File: src/rtl/core/b32ge_pkg.sv
// b32ge_pkg: shared types, constants and the symbol table of the base32 grouped encoder.
// Depends on nothing; every other file of the encoder refers to it by scoped names.

package b32ge_pkg;

	// default block geometry
	localparam int BLOCK_BYTES_DEF   = 15;
	localparam int GROUP_SYMBOLS_DEF = 4;

	// one byte yields at most two symbols, each possibly preceded by a hyphen
	localparam int MAX_WORDS = 4;
	localparam int SLOT_W    = $clog2(MAX_WORDS);
	localparam int CNT_W     = $clog2(MAX_WORDS + 1);

	// queue between front and back
	localparam int QUEUE_DEPTH = 2;
	localparam int QPTR_W      = (QUEUE_DEPTH > 1) ? $clog2(QUEUE_DEPTH) : 1;
	localparam int QCNT_W      = $clog2(QUEUE_DEPTH + 1);

	localparam int CHAR_W = 7;

	typedef logic [CHAR_W-1:0] char_t;

	localparam char_t HYPHEN_CODE = 7'd45;
	localparam logic [4:0] SYMBOL_MASK = 5'h1f;

	// all words caused by one input byte
	typedef struct packed {
		char_t [MAX_WORDS-1:0] chars;
		logic  [CNT_W-1:0]     cnt;     // 1..MAX_WORDS
		logic                  closes;  // byte is the last of its block
	} entry_t;

	// Crockford alphabet, I L O U left out
	function automatic char_t sym_char(input logic [4:0] sym);
		char_t c;
		case (sym)
			5'd0:  c = 7'h30;  5'd1:  c = 7'h31;  5'd2:  c = 7'h32;  5'd3:  c = 7'h33;
			5'd4:  c = 7'h34;  5'd5:  c = 7'h35;  5'd6:  c = 7'h36;  5'd7:  c = 7'h37;
			5'd8:  c = 7'h38;  5'd9:  c = 7'h39;  5'd10: c = 7'h41;  5'd11: c = 7'h42;
			5'd12: c = 7'h43;  5'd13: c = 7'h44;  5'd14: c = 7'h45;  5'd15: c = 7'h46;
			5'd16: c = 7'h47;  5'd17: c = 7'h48;  5'd18: c = 7'h4a;  5'd19: c = 7'h4b;
			5'd20: c = 7'h4d;  5'd21: c = 7'h4e;  5'd22: c = 7'h50;  5'd23: c = 7'h51;
			5'd24: c = 7'h52;  5'd25: c = 7'h53;  5'd26: c = 7'h54;  5'd27: c = 7'h56;
			5'd28: c = 7'h57;  5'd29: c = 7'h58;  5'd30: c = 7'h59;  5'd31: c = 7'h5a;
			default: c = 7'h30;
		endcase
		return c;
	endfunction

endpackage

File: src/rtl/core/b32ge_if.sv
// b32ge_if: valid/ready channel interfaces of the encoder, byte side and character side.
// Depends on b32ge_pkg for the character type.

interface b32ge_byte_if;
	logic       valid;
	logic       ready;
	logic [7:0] data_byte;

	modport source (output valid, output data_byte, input ready);
	modport sink   (input valid, input data_byte, output ready);
endinterface

interface b32ge_char_if;
	logic              valid;
	logic              ready;
	b32ge_pkg::char_t  character;
	logic              last_for_byte;
	logic              last_of_block;

	modport source (output valid, output character, output last_for_byte,
		output last_of_block, input ready);
	modport sink   (input valid, input character, input last_for_byte,
		input last_of_block, output ready);
endinterface

File: src/rtl/core/b32ge_front.sv
// b32ge_front: takes bytes, tracks the bit accumulator and block counters, and turns each
// byte into an entry of one to four words. Depends on b32ge_pkg.

module b32ge_front #(
	parameter int BLOCK_BYTES   = b32ge_pkg::BLOCK_BYTES_DEF,
	parameter int GROUP_SYMBOLS = b32ge_pkg::GROUP_SYMBOLS_DEF
) (
	input  logic              clk,
	input  logic              arst_n,
	input  logic              valid,
	input  logic [7:0]        data_byte,
	output logic              ready,
	input  logic              full,
	output logic              push,
	output b32ge_pkg::entry_t entry
);

	localparam int BT_W  = $clog2(BLOCK_BYTES);
	localparam int GRP_W = (GROUP_SYMBOLS > 1) ? $clog2(GROUP_SYMBOLS) : 1;
	localparam int CNT_W_L = b32ge_pkg::CNT_W;

	logic [3:0]       leftover_bits_q;
	logic [2:0]       leftover_count_q;
	logic [4:0]       symbols_written_q;
	logic [BT_W-1:0]  bytes_taken_q;
	logic [GRP_W-1:0] grp_q;   // symbols_written modulo the group size

	logic [11:0]      acc;
	logic [2:0]       bits0;
	logic [2:0]       bits1;
	logic             two;
	logic [2:0]       bits_fin;
	logic [4:0]       sym0;
	logic [4:0]       sym1;
	logic             hy0;
	logic             hy1;
	logic [GRP_W-1:0] grp1;
	logic [GRP_W-1:0] grp2;
	logic             closes;
	logic [4:0]       mask;
	logic [3:0]       lo_bits_nxt;
	logic [CNT_W_L-1:0] n;

	function automatic logic [GRP_W-1:0] grp_inc(input logic [GRP_W-1:0] g);
		logic [GRP_W-1:0] r;
		if (g == GRP_W'(GROUP_SYMBOLS - 1)) begin
			r = '0;
		end else begin
			r = g + GRP_W'(1);
		end
		return r;
	endfunction

	assign ready = !full;
	assign push  = valid && ready;

	// split the accumulator into one or two symbols
	always_comb begin
		acc    = {leftover_bits_q, data_byte};
		bits0  = leftover_count_q + 3'd3;          // leftover + 8 - 5
		two    = (bits0 >= 3'd5);
		bits1  = bits0 - 3'd5;
		bits_fin = two ? bits1 : bits0;
		sym0   = 5'(acc >> bits0) & b32ge_pkg::SYMBOL_MASK;
		sym1   = 5'(acc >> bits1) & b32ge_pkg::SYMBOL_MASK;
		grp1   = grp_inc(grp_q);
		grp2   = grp_inc(grp1);
		hy0    = (symbols_written_q != 5'd0) && (grp_q == '0);
		hy1    = two && (grp1 == '0);
		closes = (bytes_taken_q == BT_W'(BLOCK_BYTES - 1));
		mask   = (5'd1 << bits_fin) - 5'd1;
		lo_bits_nxt = acc[3:0] & mask[3:0];
	end

	// pack the words of this byte in order
	always_comb begin
		entry.chars = '0;
		n = '0;
		if (hy0) begin
			entry.chars[n[b32ge_pkg::SLOT_W-1:0]] = b32ge_pkg::HYPHEN_CODE;
			n = n + CNT_W_L'(1);
		end
		entry.chars[n[b32ge_pkg::SLOT_W-1:0]] = b32ge_pkg::sym_char(sym0);
		n = n + CNT_W_L'(1);
		if (two) begin
			if (hy1) begin
				entry.chars[n[b32ge_pkg::SLOT_W-1:0]] = b32ge_pkg::HYPHEN_CODE;
				n = n + CNT_W_L'(1);
			end
			entry.chars[n[b32ge_pkg::SLOT_W-1:0]] = b32ge_pkg::sym_char(sym1);
			n = n + CNT_W_L'(1);
		end
		entry.cnt    = n;
		entry.closes = closes;
	end

	// accumulator and block counters
	always_ff @(posedge clk or negedge arst_n) begin
		if (!arst_n) begin
			leftover_bits_q   <= '0;
			leftover_count_q  <= '0;
			symbols_written_q <= '0;
			bytes_taken_q     <= '0;
			grp_q             <= '0;
		end else if (push) begin
			if (closes) begin
				leftover_bits_q   <= '0;
				leftover_count_q  <= '0;
				symbols_written_q <= '0;
				bytes_taken_q     <= '0;
				grp_q             <= '0;
			end else begin
				leftover_bits_q   <= lo_bits_nxt;
				leftover_count_q  <= bits_fin;
				symbols_written_q <= symbols_written_q + (two ? 5'd2 : 5'd1);
				bytes_taken_q     <= bytes_taken_q + BT_W'(1);
				grp_q             <= two ? grp2 : grp1;
			end
		end
	end

endmodule

File: src/rtl/core/b32ge_queue.sv
// b32ge_queue: short FIFO of entries between the front and the back of the encoder.
// Depends on b32ge_pkg for the entry type and depth.

module b32ge_queue (
	input  logic              clk,
	input  logic              arst_n,
	input  logic              push,
	input  b32ge_pkg::entry_t wr_entry,
	output logic              full,
	input  logic              pop,
	output logic              not_empty,
	output b32ge_pkg::entry_t head
);

	localparam int DEPTH = b32ge_pkg::QUEUE_DEPTH;
	localparam int PW    = b32ge_pkg::QPTR_W;
	localparam int CW    = b32ge_pkg::QCNT_W;

	b32ge_pkg::entry_t mem_q [DEPTH];
	logic [PW-1:0]     wr_ptr_q;
	logic [PW-1:0]     rd_ptr_q;
	logic [CW-1:0]     cnt_q;

	function automatic logic [PW-1:0] ptr_inc(input logic [PW-1:0] p);
		logic [PW-1:0] r;
		if (p == PW'(DEPTH - 1)) begin
			r = '0;
		end else begin
			r = p + PW'(1);
		end
		return r;
	endfunction

	assign full      = (cnt_q == CW'(DEPTH));
	assign not_empty = (cnt_q != '0);
	assign head      = mem_q[rd_ptr_q];

	// storage
	always_ff @(posedge clk) begin
		if (push) begin
			mem_q[wr_ptr_q] <= wr_entry;
		end
	end

	// pointers and fill level
	always_ff @(posedge clk or negedge arst_n) begin
		if (!arst_n) begin
			wr_ptr_q <= '0;
			rd_ptr_q <= '0;
			cnt_q    <= '0;
		end else begin
			if (push) begin
				wr_ptr_q <= ptr_inc(wr_ptr_q);
			end
			if (pop) begin
				rd_ptr_q <= ptr_inc(rd_ptr_q);
			end
			if (push && !pop) begin
				cnt_q <= cnt_q + CW'(1);
			end else if (pop && !push) begin
				cnt_q <= cnt_q - CW'(1);
			end
		end
	end

endmodule

File: src/rtl/core/b32ge_back.sv
// b32ge_back: walks the head entry into the output register one word per cycle unless
// the output is stalled, and raises the byte and block end flags. Depends on b32ge_pkg.

module b32ge_back (
	input  logic                clk,
	input  logic                arst_n,
	input  logic                not_empty,
	input  b32ge_pkg::entry_t   head,
	output logic                pop,
	output logic                valid,
	input  logic                ready,
	output b32ge_pkg::char_t    character,
	output logic                last_for_byte,
	output logic                last_of_block
);

	localparam int SW = b32ge_pkg::SLOT_W;
	localparam int CW = b32ge_pkg::CNT_W;

	logic [SW-1:0]    idx_q;
	logic             vld_q;
	b32ge_pkg::char_t char_q;
	logic             lfb_q;
	logic             lob_q;
	logic             load;
	logic             last;

	// queue holds an entry and the output register is free or being drained this cycle
	assign load = not_empty && (!vld_q || ready);
	assign last = (CW'(idx_q) == head.cnt - CW'(1));
	assign pop  = load && last;

	assign valid         = vld_q;
	assign character     = char_q;
	assign last_for_byte = lfb_q;
	assign last_of_block = lob_q;

	// word payload
	always_ff @(posedge clk) begin
		if (load) begin
			char_q <= head.chars[idx_q];
			lfb_q  <= last;
			lob_q  <= last && head.closes;
		end
	end

	// slot index and output valid
	always_ff @(posedge clk or negedge arst_n) begin
		if (!arst_n) begin
			idx_q <= '0;
			vld_q <= 1'b0;
		end else begin
			if (load) begin
				idx_q <= last ? '0 : idx_q + SW'(1);
				vld_q <= 1'b1;
			end else if (ready) begin
				vld_q <= 1'b0;
			end
		end
	end

endmodule

File: src/rtl/core/base32_grouped_encoder_top.sv
// base32_grouped_encoder_top: Crockford base32 encoder with hyphen grouping, top level.
// Depends on b32ge_pkg, b32ge_if, b32ge_front, b32ge_queue and b32ge_back.
//
// Usage: raw bytes enter on byte_in (valid/ready, data_byte), MSB first. Each byte
// gives one or two base32 characters on char_out, with a hyphen before every symbol
// whose index in the block is a nonzero multiple of GROUP_SYMBOLS. last_for_byte
// marks the final word of a byte, last_of_block the final symbol of a block of
// BLOCK_BYTES bytes; after that byte all counters start over. Leftover bits at the
// end of a block are dropped, never padded.
// A byte's words pass through the queue and then the output register to char_out.
// Throughput: one output word per cycle while char_out.ready is high; a byte yields
// one to three words (four when GROUP_SYMBOLS is 1), and the output port sets the pace.
// A two-entry queue lets the input keep taking bytes while char_out is stalled;
// byte_in.ready drops only when that queue is full. A stalled word holds steady.
// Reset (arst_n low) empties the queue, drops any pending word and restarts the
// block; no clearing pass is needed.

module base32_grouped_encoder_top #(
	parameter int BLOCK_BYTES   = b32ge_pkg::BLOCK_BYTES_DEF,
	parameter int GROUP_SYMBOLS = b32ge_pkg::GROUP_SYMBOLS_DEF
) (
	input  logic          clk,
	input  logic          arst_n,
	b32ge_byte_if.sink    byte_in,
	b32ge_char_if.source  char_out
);

	b32ge_pkg::entry_t fr_entry;
	b32ge_pkg::entry_t q_head;
	logic              fr_push;
	logic              q_full;
	logic              q_not_empty;
	logic              bk_pop;

	b32ge_front #(
		.BLOCK_BYTES   (BLOCK_BYTES),
		.GROUP_SYMBOLS (GROUP_SYMBOLS)
	) u_front (
		.clk       (clk),
		.arst_n    (arst_n),
		.valid     (byte_in.valid),
		.data_byte (byte_in.data_byte),
		.ready     (byte_in.ready),
		.full      (q_full),
		.push      (fr_push),
		.entry     (fr_entry)
	);

	b32ge_queue u_queue (
		.clk       (clk),
		.arst_n    (arst_n),
		.push      (fr_push),
		.wr_entry  (fr_entry),
		.full      (q_full),
		.pop       (bk_pop),
		.not_empty (q_not_empty),
		.head      (q_head)
	);

	b32ge_back u_back (
		.clk           (clk),
		.arst_n        (arst_n),
		.not_empty     (q_not_empty),
		.head          (q_head),
		.pop           (bk_pop),
		.valid         (char_out.valid),
		.ready         (char_out.ready),
		.character     (char_out.character),
		.last_for_byte (char_out.last_for_byte),
		.last_of_block (char_out.last_of_block)
	);

endmodule

File: src/flat_wrapper.sv
// flat-port wrapper written by rule: the top's interface ports become plain ports
module base32_grouped_encoder_top_flat 
#(
	parameter int BLOCK_BYTES   = b32ge_pkg::BLOCK_BYTES_DEF,
	parameter int GROUP_SYMBOLS = b32ge_pkg::GROUP_SYMBOLS_DEF
)
  (clk, arst_n, byte_in_valid, byte_in_data_byte, byte_in_ready, char_out_valid, char_out_character, char_out_last_for_byte, char_out_last_of_block, char_out_ready);
  b32ge_byte_if byte_in_i ();
  b32ge_char_if char_out_i ();
  input  logic clk;
  input  logic arst_n;
  input wire logic [$bits(byte_in_i.valid)-1:0] byte_in_valid;
  input wire logic [$bits(byte_in_i.data_byte)-1:0] byte_in_data_byte;
  output wire logic [$bits(byte_in_i.ready)-1:0] byte_in_ready;
  output wire logic [$bits(char_out_i.valid)-1:0] char_out_valid;
  output wire logic [$bits(char_out_i.character)-1:0] char_out_character;
  output wire logic [$bits(char_out_i.last_for_byte)-1:0] char_out_last_for_byte;
  output wire logic [$bits(char_out_i.last_of_block)-1:0] char_out_last_of_block;
  input wire logic [$bits(char_out_i.ready)-1:0] char_out_ready;
  assign byte_in_i.valid = byte_in_valid;
  assign byte_in_i.data_byte = byte_in_data_byte;
  assign byte_in_ready = byte_in_i.ready;
  assign char_out_valid = char_out_i.valid;
  assign char_out_character = char_out_i.character;
  assign char_out_last_for_byte = char_out_i.last_for_byte;
  assign char_out_last_of_block = char_out_i.last_of_block;
  assign char_out_i.ready = char_out_ready;
  base32_grouped_encoder_top #(.BLOCK_BYTES(BLOCK_BYTES), .GROUP_SYMBOLS(GROUP_SYMBOLS)) u_core (.clk(clk), .arst_n(arst_n), .byte_in(byte_in_i), .char_out(char_out_i));
endmodule
File: config.mk
export PLATFORM = sky130hd
export DESIGN_NAME = base32_grouped_encoder_top_flat
export DESIGN_NICKNAME = d
export VERILOG_FILES = /design/src/rtl/core/b32ge_pkg.sv /design/src/rtl/core/b32ge_if.sv /design/src/rtl/core/b32ge_front.sv /design/src/rtl/core/b32ge_queue.sv /design/src/rtl/core/b32ge_back.sv /design/src/rtl/core/base32_grouped_encoder_top.sv /design/src/flat_wrapper.sv
export SDC_FILE = /design/constraint.sdc
export NUM_CORES = 1
export LEC_CHECK = 0
export BUFFER_PORTS_ARGS = -buffer_cell sky130_fd_sc_hd__buf_2
export CAP_MARGIN = 20
export CORE_UTILIZATION = 40
export DETAILED_ROUTE_END_ITERATION = 10
export HOLD_SLACK_MARGIN = 0.06
export SETUP_SLACK_MARGIN = 0.05
export SLEW_MARGIN = 20
export SYNTH_ARGS = -nofsm -noshare
export SYNTH_HDL_FRONTEND = slang
export SYNTH_SLANG_ARGS = --single-unit
File: constraint.sdc
create_clock -name clk -period 4.9 [get_ports clk]
set_clock_uncertainty 0.15 [all_clocks]
set_input_delay 0.49 -clock clk [delete_from_list [all_inputs] [get_ports clk]]
set_output_delay 0.49 -clock clk [all_outputs]
set_load 0.02 [all_outputs]
==> results.yml <==
synthesis:
  synth_edf_count: 73
  yosysTopAreaCell: "edfxtp_1"
  syn-mean-instance-area_um2: 12.3
  async_flop_share_pct: 25.5
  mappedNetlistNets: 502
  synthTopCellsByCount: "73 x edfxtp_1, 33 x nand2_1, 32 x nor2_1"
  yosys_register_bits: 98
  yosysTopAreaCellShare_pct: 38.3
  synth_warnings: 0
  synth-main-ff-cell: "edfxtp_1"
  synthCells: 466
  synth_area_um2: 5730
  netlist-cell-type-count: 66
  yosys-top-cells-area: "edfxtp_1 38%, mux4_2 11%, dfrtp_1 11%"
  ys_seq_area_share_pct: 49.2
  synth.most_common_cell: "edfxtp_1"
timing:
  finalMaxSlewViolations: 0
  slew_headroom_pct: 47.2
  worst_slack_ns: 0.948
  max_slew.worst_pin.slew_ns: 0.789
  fmax_mhz: 253
  setup_viol: 0
  finalCriticalPeriod_ns: 3.95
  rsz0062_at_grt: "no"
  tns_ns: 0
  post-route-period-util_pct: 80.7
  hold_violations: 0
floorplan:
  die_area_um2: 14800
  start_util_pct: 41.1
  coreArea_um2: 13900
  io-pin-count: 23
  fp-row-count: 43
  die_h_um: 122
  die_w_um: 122
setup_path:
  worstPathArrival_ns: 3.88
  crit_type: "reg -> reg"
  start_kind: "flip-flop"
  end_kind: "flip-flop"
  crit_fanout: 23
  required_ns: 4.82
route:
  vias: 3767
  drc: 0
  dr.pass1.iters: 5
  wirelength_um: 11600
  antenna_left: 0
  first_iter_violations: 357
  routedWlPerCell_um: 17.3
  vias_per_cell: 5.61
clock_network:
  cts_made_buffers: 9
  h-tree-depth: 3
  cts_root_buf: "clkbuf_16"
  ctsResizeCount: 0
  cts_buffer_depth: 2
  clock_latency_ns: 0.35
  cts_tree: "built"
  clk_pin_slew_ns: 0.07
  cts.sinks: 98
placement:
  dp_hpwl_um: 8220
  port_buffers: 22
  dpl_worst_slack_ns: 0.984
  place_congestion: 0.816
global_route:
  grt_pass1_vias: 3638
  grt_pass1_wl_um: 19000
  antenna_found_initial: 0
  grt_overflow_total: 0
  grt_usage_pct: 16.8
  grt_max_degree: 37
finish:
  nets: 522
  syn_to_final_growth_pct: 10.7
  layout-drive-gt1-share_pct: 20.0
  n_antenna_cell: 0
run:
  drv_cap: 0
hold_path:
  hp-class: "in -> reg"
outcome:
  status: "finished clean"
-- what timing repair did --
| action | CTS | global route |
|---|---|---|
| setup buffers | 0 | 0 |
| hold buffers | 1 | 0 |
| hold endpoints to repair | 25 | 0 |
-- path summary, 6_finish.rpt --
check	start	to	slack, ns	cells past startpoint
worst min register to register	u_core.u_front.symbols_written_q[4]	u_core.u_front.symbols_written_q[4]	0.33	1
min in group asynchronous	arst_n	u_core.u_back.idx_q[0]	0.52	2
worst max register to register	u_core.u_front.leftover_count_q[0]	u_core.u_queue.mem_q[0][5]	0.95	12
worst min-delay path	char_out_ready	u_core.u_back.valid	0.17	2
max in group asynchronous	arst_n	u_core.u_front.leftover_bits_q[1]	3.67	2
worst max-delay path	u_core.u_front.leftover_count_q[0]	u_core.u_queue.mem_q[0][5]	0.95	12
-- per-layer routing --
layer	global-route usage [%]	vias to the layer above	part of all wire (%)
met2	28.3	77	49
li1	-	1827	-
met3	4.07	10	4.5
met5	0	-	0
met1	21.9	1853	45
met4	4.24	0	0.85
-- per-stage QoR --
step	utilization (%)	cells	hold slack (ns)	cell area [um2]
after floorplan	-	466	0.0444	5730
after CTS	45.5	671	0.167	6340
after detailed placement	43.2	654	0.330	6020
after global routing	45.5	671	0.192	6340
final	45.5	671	0.174	6340
after global placement	43.2	654	0.319	6020
-- worst max-delay path, cell delays in order, from the launching register on --
cell and delay, ns:
dfrtp_1 0.34, inv_1 0.10, ha_1 0.79, buf_4 0.33, mux4_2 0.41, mux2_4 0.34
inv_1 0.09, ha_1 0.14, nor2_1 0.04, a211oi_1 0.21, a211oi_1 0.09, a31oi_1 0.44
o22ai_1 0.20
-- layout by cell type, fill, tap and decap left out, drive strengths merged, types with 5 or more instances in the layout --
master	count
o21ai	34
nand2	33
mux2	14
inv	21
xnor2	13
a21oi	18
clkbuf	10
nand3b	5
mux2i	20
edfxtp	73
nor3b	8
mux4	28
buf	31
nor3	13
ha	24
nand4	7
o22ai	6
nor2	33
dfrtp	25
nand3	9
-- registers in the layout, summed over array words and instances (netlist names) --
register and flops:
u_core.u_back.character 7, u_core.u_back.idx_q 2, u_core.u_front.leftover_count_q 3, u_core.u_queue.wr_ptr_q 1, u_core.u_front.leftover_bits_q 4, u_core.u_back.last_of_block 1, u_core.u_front.bytes_taken_q 4, u_core.u_queue.cnt_q 2
u_core.u_front.grp_q 2, u_core.u_back.last_for_byte 1, u_core.u_front.symbols_written_q 5, u_core.u_queue.rd_ptr_q 1, u_core.u_queue.mem_q 64, u_core.u_back.valid 1
-- logic make-up (layout without fill, tap and decap cells) --
group | count (synthesis) | after routing | share of synthesized area (%)
and+or+nand+nor | 124 | 124 | 10.7
DFF | 98 | 98 | 49.2
AOI/OAI and AO/OA | 96 | 96 | 10.7
muxes | 62 | 62 | 17.6
buffers and inverters | 44 | 69 | 3.41
adders and majority gates | 25 | 25 | 5.42
xor gates and xnor gates | 17 | 17 | 2.97
-- final cells by class --
type,count,area [um2]
Fill cell,1274,7590
Sequential cell,98,2820
Multi-Input combinational cell,324,2720
Clock buffer,10,229
Tap cell,180,225
Timing Repair Buffer,32,188
Clock inverter,6,87.6
Inverter,21,78.8
Power is left out: the tool's default activity adds up to more than one toggle a clock period on the data nets, which glitch-free logic cannot reach.
